<file path="config.mk">
export PLATFORM = sky130hd
export DESIGN_NAME = drrg_ctrl
export DESIGN_NICKNAME = d
export VERILOG_FILES = /design/src/sv/drrg_pkg.sv /design/src/sv/drrg_ctrl.sv
export SDC_FILE = /design/constraint.sdc
export NUM_CORES = 1
export LEC_CHECK = 0
export ABC_AREA = 1
export BUFFER_PORTS_ARGS = -buffer_cell sky130_fd_sc_hd__buf_4
export CAP_MARGIN = 20
export CORE_MARGIN = 4
export CORE_UTILIZATION = 35
export DETAILED_ROUTE_END_ITERATION = 8
export GPL_ROUTABILITY_DRIVEN = 0
export GPL_TIMING_DRIVEN = 0
export PLACE_DENSITY_LB_ADDON = 0.05
export RECOVER_POWER = 25
export SYNTH_ARGS = -nofsm -noshare
export SYNTH_HDL_FRONTEND = slang
export SYNTH_SLANG_ARGS = --single-unit
</file>
<file path="constraint.sdc">
create_clock -name clk -period 2.3 [get_ports clk]
set_input_delay 0.115 -clock clk [delete_from_list [all_inputs] [get_ports clk]]
set_output_delay 0.115 -clock clk [all_outputs]
set_load 0.01 [all_outputs]
</file>
<file path="src/sv/drrg_pkg.sv">
// ----------------------------------------------------------------------------
// drrg_pkg
// Shared types, constants and tables for the dead reckoning return guidance
// block: datapath commands, controller status and the CORDIC angle table.
// ----------------------------------------------------------------------------
`default_nettype none

package drrg_pkg;

	// CORDIC working width and iteration count.
	localparam int CW          = 52;
	localparam int ZW          = 18;
	localparam int CORDIC_N    = 16;
	localparam int SQRT_N      = 32;

	// Start value of x for rotation, the inverse CORDIC gain in Q30.
	localparam logic signed [CW-1:0] CORDIC_GAIN = 52'sd652032874;

	// Navigation mode codes.
	localparam logic [1:0] NAV_IDLE      = 2'd0;
	localparam logic [1:0] NAV_RETURNING = 2'd1;
	localparam logic [1:0] NAV_DONE      = 2'd2;

	// Reach class codes.
	localparam logic [1:0] REACH_HERE = 2'd0;
	localparam logic [1:0] REACH_NEAR = 2'd1;
	localparam logic [1:0] REACH_FAR  = 2'd2;

	// Configuration register indexes.
	localparam logic [1:0] REG_METERS_PER_COUNT = 2'd0;
	localparam logic [1:0] REG_ARRIVE_DISTANCE  = 2'd1;

	// Reset values of the configuration registers.
	localparam logic [23:0] MPC_RESET    = 24'd1678;
	localparam logic [20:0] ARRIVE_RESET = 21'd3277;

	// Operations the controller asks of the datapath.
	typedef enum logic [4:0] {
		OP_NONE,
		OP_CAPTURE,
		OP_LOAD,
		OP_MUL_LO,
		OP_MUL_HI,
		OP_DS_FIX,
		OP_ROT_INIT_REL,
		OP_ROT_INIT_ERR,
		OP_CORDIC_ITER,
		OP_SC_FIN,
		OP_HC_FIN,
		OP_PMUL_X,
		OP_PADD_X,
		OP_PMUL_Y,
		OP_PADD_Y,
		OP_SQ_X,
		OP_SQ_Y,
		OP_SQ_SUM,
		OP_SQRT_ITER,
		OP_CHECK,
		OP_BR_INIT,
		OP_BR_FIN,
		OP_OUT
	} dp_op_t;

	// Command word from the controller.
	typedef struct packed {
		dp_op_t     op;
		logic [3:0] iter;
		logic       rot;
	} dp_cmd_t;

	// Status word back to the controller.
	typedef struct packed {
		logic enc;
		logic returning;
		logic near;
	} dp_status_t;

	// Arctangent of 2^-i as a binary angle.
	function automatic logic [13:0] atan_step(input logic [3:0] i);
		logic [13:0] v;
		begin
			unique case (i)
				4'd0:  v = 14'd8192;
				4'd1:  v = 14'd4836;
				4'd2:  v = 14'd2555;
				4'd3:  v = 14'd1297;
				4'd4:  v = 14'd651;
				4'd5:  v = 14'd326;
				4'd6:  v = 14'd163;
				4'd7:  v = 14'd81;
				4'd8:  v = 14'd41;
				4'd9:  v = 14'd20;
				4'd10: v = 14'd10;
				4'd11: v = 14'd5;
				4'd12: v = 14'd3;
				4'd13: v = 14'd1;
				4'd14: v = 14'd1;
				default: v = 14'd0;
			endcase
			return v;
		end
	endfunction

endpackage

`default_nettype wire

</file>
<file path="src/sv/drrg_ctrl.sv">
// ----------------------------------------------------------------------------
// drrg_ctrl
// Sequencer for one tick: update, odometry step, distance root, bearing and
// gain. Drives the input and output handshakes and the datapath commands.
// ----------------------------------------------------------------------------
`default_nettype none

module drrg_ctrl
	import drrg_pkg::*;
(
	input  wire logic       clk,
	input  wire logic       arst_n,
	input  wire logic       in_valid,
	output logic            in_ready,
	output logic            out_valid,
	input  wire logic       out_ready,
	input  wire dp_status_t status,
	output dp_cmd_t         cmd
);

	typedef enum logic [23:0] {
		ST_IDLE    = 24'h000001,
		ST_LOAD    = 24'h000002,
		ST_MUL_LO  = 24'h000004,
		ST_MUL_HI  = 24'h000008,
		ST_DS_FIX  = 24'h000010,
		ST_SC_INIT = 24'h000020,
		ST_SC_ITER = 24'h000040,
		ST_SC_FIN  = 24'h000080,
		ST_PMUL_X  = 24'h000100,
		ST_PADD_X  = 24'h000200,
		ST_PMUL_Y  = 24'h000400,
		ST_PADD_Y  = 24'h000800,
		ST_SQ_X    = 24'h001000,
		ST_SQ_Y    = 24'h002000,
		ST_SQ_SUM  = 24'h004000,
		ST_SQRT    = 24'h008000,
		ST_CHECK   = 24'h010000,
		ST_BR_INIT = 24'h020000,
		ST_BR_ITER = 24'h040000,
		ST_BR_FIN  = 24'h080000,
		ST_HC_INIT = 24'h100000,
		ST_HC_ITER = 24'h200000,
		ST_HC_FIN  = 24'h400000,
		ST_OUT     = 24'h800000
	} state_t;

	state_t     state_q, state_d;
	logic [4:0] cnt_q, cnt_d;
	logic       out_valid_q;
	logic       out_load;

	assign in_ready  = (state_q == ST_IDLE);
	assign out_valid = out_valid_q;
	assign out_load  = (state_q == ST_OUT) && (!out_valid_q || out_ready);

	// Next state, iteration count and datapath command.
	always_comb begin
		state_d  = state_q;
		cnt_d    = cnt_q;
		cmd.op   = OP_NONE;
		cmd.iter = cnt_q[3:0];
		cmd.rot  = 1'b1;
		unique case (state_q)
			ST_IDLE: begin
				if (in_valid) begin
					cmd.op  = OP_CAPTURE;
					state_d = ST_LOAD;
				end
			end
			ST_LOAD: begin
				cmd.op  = OP_LOAD;
				state_d = status.enc ? ST_MUL_LO : ST_SQ_X;
			end
			ST_MUL_LO: begin
				cmd.op  = OP_MUL_LO;
				state_d = ST_MUL_HI;
			end
			ST_MUL_HI: begin
				cmd.op  = OP_MUL_HI;
				state_d = ST_DS_FIX;
			end
			ST_DS_FIX: begin
				cmd.op  = OP_DS_FIX;
				state_d = ST_SC_INIT;
			end
			ST_SC_INIT: begin
				cmd.op  = OP_ROT_INIT_REL;
				cnt_d   = '0;
				state_d = ST_SC_ITER;
			end
			ST_SC_ITER: begin
				cmd.op = OP_CORDIC_ITER;
				cnt_d  = cnt_q + 5'd1;
				if (cnt_q == 5'(CORDIC_N - 1)) begin
					state_d = ST_SC_FIN;
				end
			end
			ST_SC_FIN: begin
				cmd.op  = OP_SC_FIN;
				state_d = ST_PMUL_X;
			end
			ST_PMUL_X: begin
				cmd.op  = OP_PMUL_X;
				state_d = ST_PADD_X;
			end
			ST_PADD_X: begin
				cmd.op  = OP_PADD_X;
				state_d = ST_PMUL_Y;
			end
			ST_PMUL_Y: begin
				cmd.op  = OP_PMUL_Y;
				state_d = ST_PADD_Y;
			end
			ST_PADD_Y: begin
				cmd.op  = OP_PADD_Y;
				state_d = ST_SQ_X;
			end
			ST_SQ_X: begin
				cmd.op  = OP_SQ_X;
				state_d = ST_SQ_Y;
			end
			ST_SQ_Y: begin
				cmd.op  = OP_SQ_Y;
				state_d = ST_SQ_SUM;
			end
			ST_SQ_SUM: begin
				cmd.op  = OP_SQ_SUM;
				cnt_d   = '0;
				state_d = ST_SQRT;
			end
			ST_SQRT: begin
				cmd.op = OP_SQRT_ITER;
				cnt_d  = cnt_q + 5'd1;
				if (cnt_q == 5'(SQRT_N - 1)) begin
					state_d = ST_CHECK;
				end
			end
			ST_CHECK: begin
				cmd.op  = OP_CHECK;
				state_d = (status.returning && !status.near) ? ST_BR_INIT : ST_OUT;
			end
			ST_BR_INIT: begin
				cmd.op  = OP_BR_INIT;
				cnt_d   = '0;
				state_d = ST_BR_ITER;
			end
			ST_BR_ITER: begin
				cmd.op  = OP_CORDIC_ITER;
				cmd.rot = 1'b0;
				cnt_d   = cnt_q + 5'd1;
				if (cnt_q == 5'(CORDIC_N - 1)) begin
					state_d = ST_BR_FIN;
				end
			end
			ST_BR_FIN: begin
				cmd.op  = OP_BR_FIN;
				state_d = ST_HC_INIT;
			end
			ST_HC_INIT: begin
				cmd.op  = OP_ROT_INIT_ERR;
				cnt_d   = '0;
				state_d = ST_HC_ITER;
			end
			ST_HC_ITER: begin
				cmd.op = OP_CORDIC_ITER;
				cnt_d  = cnt_q + 5'd1;
				if (cnt_q == 5'(CORDIC_N - 1)) begin
					state_d = ST_HC_FIN;
				end
			end
			ST_HC_FIN: begin
				cmd.op  = OP_HC_FIN;
				state_d = ST_OUT;
			end
			ST_OUT: begin
				if (out_load) begin
					cmd.op  = OP_OUT;
					state_d = ST_IDLE;
				end
			end
			default: begin
				state_d = ST_IDLE;
			end
		endcase
	end

	// State, counter and output valid flag.
	always_ff @(posedge clk or negedge arst_n) begin
		if (!arst_n) begin
			state_q     <= ST_IDLE;
			cnt_q       <= '0;
			out_valid_q <= 1'b0;
		end else begin
			state_q <= state_d;
			cnt_q   <= cnt_d;
			if (out_load) begin
				out_valid_q <= 1'b1;
			end else if (out_ready) begin
				out_valid_q <= 1'b0;
			end
		end
	end

endmodule

`default_nettype wire

</file>
## After elaboration in Yosys (flattened, before gate mapping)

Index checks and enable logic that the tools add are counted.

| storage, ports and cells | value |
|---|---|
| memory bits (writable) | 0 |
| latch bits | 0 |
| output and inout port bits | 12 |
| memories | 0 |
| flip-flop bits (word level) | 30 |
| word-level logic and storage cells | 63 |
| bits of input ports | 7 |
| ROM bits | 0 |

| operators by class | value |
|---|---|
| eq/ne operators | 32 |
| $add $sub $neg | 1 |
| $lt $le $gt $ge | 0 |
| muxes and demuxes | 16 |
| div/mod/pow operators | 0 |
| multiply operators | 0 |
| bitwise operators | 0 |
| shift-type cells | 0 |
| reductions and logical operators | 11 |

Operators with widths:

| kind | number |
|---|---|
| one-hot mux 24 bit (24 select lines) | 1 |
| two-way mux 24 bit | 7 |
| one-hot mux 5 bit (22 select lines) | 1 |
| == test 24 x 1 -> 1 bit, second input constant | 1 |
| == test 24 x 10 -> 1 bit, second input constant | 1 |
| == test 24 x 11 -> 1 bit, second input constant | 1 |
| == test 24 x 12 -> 1 bit, second input constant | 1 |
| == test 24 x 13 -> 1 bit, second input constant | 1 |
| == test 24 x 14 -> 1 bit, second input constant | 1 |
| == test 24 x 15 -> 1 bit, second input constant | 1 |
| == test 24 x 16 -> 1 bit, second input constant | 1 |
| == test 24 x 17 -> 1 bit, second input constant | 1 |
| == test 24 x 18 -> 1 bit, second input constant | 1 |
| == test 24 x 19 -> 1 bit, second input constant | 1 |
| == test 24 x 2 -> 1 bit, second input constant | 1 |
| == test 24 x 20 -> 1 bit, second input constant | 1 |
| == test 24 x 21 -> 1 bit, second input constant | 1 |
| == test 24 x 22 -> 1 bit, second input constant | 1 |
| == test 24 x 23 -> 1 bit, second input constant | 1 |
| == test 24 bit, second input constant | 1 |
| == test 24 x 3 -> 1 bit, second input constant | 1 |
| == test 24 x 4 -> 1 bit, second input constant | 1 |
| == test 24 x 5 -> 1 bit, second input constant | 1 |
| == test 24 x 6 -> 1 bit, second input constant | 1 |
| other kinds (18) | 30 |

## Longest topological paths before layout

| depth | value |
|---|---|
| depth after elaboration | 5 |
| depth in mapped cells | 11 |
| depth with buffers taken out | 11 |

## Worst setup path after synthesis

OpenSTA, ideal clock, no wires.

| path | value |
|---|---|
| path kind | register to output |
| start | register state_q[8] |
| end | output port cmd[6] (netlist bit) |
| data required time | 2.185 ns |
| setup slack | 0.735 ns |
| data arrival time | 1.450 ns |
| path buffers | 0 |
| cell stages (with the launch flop) | 10 |
| cell sequence | dfrtp_1 nor2_2 nand2_2 nor2_8 nand2_4 inv_4 nand2_1 o21ai_1 nor2_1 nand3b_1 |

RTL lines:

| element | line | text |
|---|---|---|
| from (decl) | drrg_ctrl.sv:48 | `state_t state_q, state_d;` |
| from (signal assigned) | drrg_ctrl.sv:195 | `state_q <= state_d;` |
| to (decl) | drrg_ctrl.sv:18 | `output dp_cmd_t cmd` |

==> results.sh <==
export IMPL_via_per_inst=4.67
export IMPL_die_w_microns=84.0
export IMPL_syn_avg_cell_area_sq_um=7.11
export IMPL_period_share=0.943
export IMPL_setup_slack_ps=131
export IMPL_critical_path_max_stage_delay_ps=550
export IMPL_port_buffer_count=18
export IMPL_drtPass1Iterations=4
export IMPL_fmax_ghz=0.461
export IMPL_start_util=0.364
export IMPL_clockRootBuffer="clkbuf_8"
export IMPL_cts_tree="done"
export IMPL_syn_area_sq_mm=0.00202
export IMPL_drive_gt1_frac=0.235
export IMPL_clock_sinks=30
export IMPL_place_ws_ps=325
export IMPL_ys_ff_latch=30
export IMPL_grt_overflow=0
export IMPL_min_period_ps=2170
export IMPL_yosysUniqueCellTypes=30
export IMPL_first_iter_violations=58
export IMPL_final_antenna_net_count=0
export IMPL_num_rows=27
export IMPL_wire_per_inst_microns=12.8
export IMPL_final_cell_mix="nor2_1, nand2_1, inv_1, nand3_1, buf_4"
export IMPL_cts_buffer_depth=2
export IMPL_violations="capacitance limit, slew limit"
export IMPL_status="finished with violations"
export IMPL_skew_ps=4.16
export IMPL_critical_path_arrival_ps=2050
export IMPL_vdd_drop_max_v=0.000222
export IMPL_leakagePower_nw=1.34
export IMPL_grt_first_pass_wirelength_microns=8390
export IMPL_critPathBufInv=2
export IMPL_cts_max_level=2
export IMPL_syn_inst=284
export IMPL_synth_nets=294
export IMPL_clkLatencyLatePin_ps=280
export IMPL_dp_hpwl_microns=3940
export IMPL_crit_top_cell="buf_4"
export IMPL_path_cells="nor2_2 -> nand2_2 -> nor2_8 -> buf_4 -> nand3_1 -> nand2_1 -> nor3_1 -> nand4_1 -> buf_4"
export IMPL_synth_warnings=0
export IMPL_worstSetupEndpointType="output port"
export IMPL_power_per_cell_area_mw_per_mm2=726
export IMPL_ys_seq_area_frac=0.372
export IMPL_layout_area_overhead_vs_synth_pct=21.7
export IMPL_io_pins=19
export IMPL_seq_area_sq_um=752
export IMPL_relSlewSlack=-0.144
export IMPL_coreArea_sq_mm=0.00554
export IMPL_setup_violations=0
export IMPL_routed_wl_microns=5070
export IMPL_die_y_microns=84.0
export IMPL_numCtsBuffers=5
export IMPL_tightest_slew_ps=1720
export IMPL_grt_pass1_vias=1754
export IMPL_drc=0
export IMPL_cts_clk_slew_worst_paths_ps=70
export IMPL_diodes=0
export IMPL_drv_cap=1
export IMPL_grt_use_total=0.149
export IMPL_slowest_stage="dfstp_2"
export IMPL_dieArea_sq_mm=0.00705
export IMPL_path_delay_family="simple AND/OR/NAND/NOR gates"
export IMPL_crit_path_start_kind="flop"
export IMPL_path_class="flop to output port"
export IMPL_layout_commonest_cell="nor2_1"
export IMPL_path_max_fanout=8
export IMPL_r2r_setup_slack_ps=400
export IMPL_dr_total_vias=1843
export IMPL_crit_required_ps=2180
export IMPL_grt_start_max_net_pins=31
export IMPL_final_nets=332
export IMPL_slew_viol_final=31
export IMPL_multi_input_area_sq_mm=0.00109
export IMPL_fill_cells=619
export IMPL_antenna_found_initial=0
export IMPL_hp_class="input pin to flop"
export IMPL_hold_viol=0
export IMPL_power_w=0.00178
==> layout make-up <==
class,count,area share
Tap cell,72,0.0367
Clock buffer,8,0.0326
Sequential cell,30,0.306
Buffer,4,0.0122
Multi-Input combinational cell,203,0.443
Timing Repair Buffer,31,0.0952
Inverter,47,0.0738
==> worst paths after layout <==
check | end | from | cells after the start
min | state_q[12] | status[2] | 2
max | cmd[5] | state_q[0] | 9
min reg2reg | cnt_q[3] | cnt_q[3] | 2
max reg2reg | state_q[22] | state_q[0] | 11
min in group asynchronous | state_q[10] | arst_n | 2
max in group asynchronous | state_q[23] | arst_n | 2
==> power by group <==
group / leakage [nW] / switching [W] / internal (W) / total (W)
Clock: 0.0395 / 0.000204 / 0.000215 / 0.000419
Sequential: 0.414 / 0.0000297 / 0.000569 / 0.000599
Combinational: 0.883 / 0.000462 / 0.000303 / 0.000765
Total: 1.34 / 0.000696 / 0.00109 / 0.00178
==> per-layer routing <==
layer  vias up  track usage  part of all wire
li1        971            -                 -
met1       836        0.207              0.49
met2        29        0.229              0.46
met3         7       0.0355             0.029
met4         0       0.0439             0.016
met5         -            0                 0
==> registers in the layout, summed over array words and instances, names as in the netlist <==
name and cells:
cnt_q 5, out_valid 1, state_q 24
==> metrics by stage <==
stage | instance area [sq um] | hold WS (ps) | instances | TNS, ps | util
after floorplan | 2020 | -181 | 284 | 0 | -
after global placement | 2240 | 79.0 | 374 | 0 | 0.405
after detailed placement | 2240 | 80.0 | 374 | 0 | 0.405
after CTS | 2340 | 28.6 | 384 | 0 | 0.423
after global routing | 2460 | 46.5 | 395 | -27.0 | 0.444
final | 2460 | 27.4 | 395 | 0 | 0.444
==> kinds of logic (layout without fill, tap and decap cells) <==
kind of cell,after synthesis,after routing,synth area share
flops,30,30,0.372
buf+inv,51,90,0.105
simple gates,179,179,0.445
fa+ha+maj,3,3,0.0186
xor+xnor,1,1,0.00434
compound gates,20,20,0.0545
==> timing repair <==
item                       CTS  global route
hold endpoints to repair    30             0
buffers inserted             0            11
resized for setup            0             8
setup endpoints to repair    0             5
hold buffers                 2             0
==> cells in the mapped netlist <==
| cell type | n | area [sq um] |
|---|---|---|
| nor3_1 | 6 | 30.0 |
| nor2_8 | 2 | 40.0 |
| a21oi_1 | 4 | 20.0 |
| nand3_1 | 32 | 160 |
| o211ai_1 | 2 | 15.0 |
| o22ai_1 | 1 | 6.26 |
| nand3_4 | 1 | 17.5 |
| inv_1 | 43 | 161 |
| and2_1 | 1 | 6.26 |
| dfrtp_1 | 29 | 726 |
| inv_4 | 2 | 12.5 |
| nand4_1 | 8 | 50.1 |
| ha_1 | 3 | 37.5 |
| nor2_2 | 11 | 68.8 |
| buf_4 | 4 | 30.0 |
| nor4_1 | 1 | 6.26 |
| nand2_1 | 45 | 169 |
| nand2_2 | 5 | 31.3 |
| nand3_2 | 4 | 40.0 |
| inv_2 | 2 | 7.51 |
| nand2_4 | 4 | 45.0 |
| dfstp_2 | 1 | 26.3 |
| xor2_1 | 1 | 8.76 |
| nor2_1 | 56 | 210 |
| nor2_4 | 1 | 11.3 |
| o21ai_2 | 1 | 8.76 |
| or2_2 | 1 | 6.26 |
| nand3b_1 | 1 | 7.51 |
| o21ai_1 | 6 | 30.0 |
| o21ai_0 | 6 | 30.0 |
(Power assumes the default switching activity.)
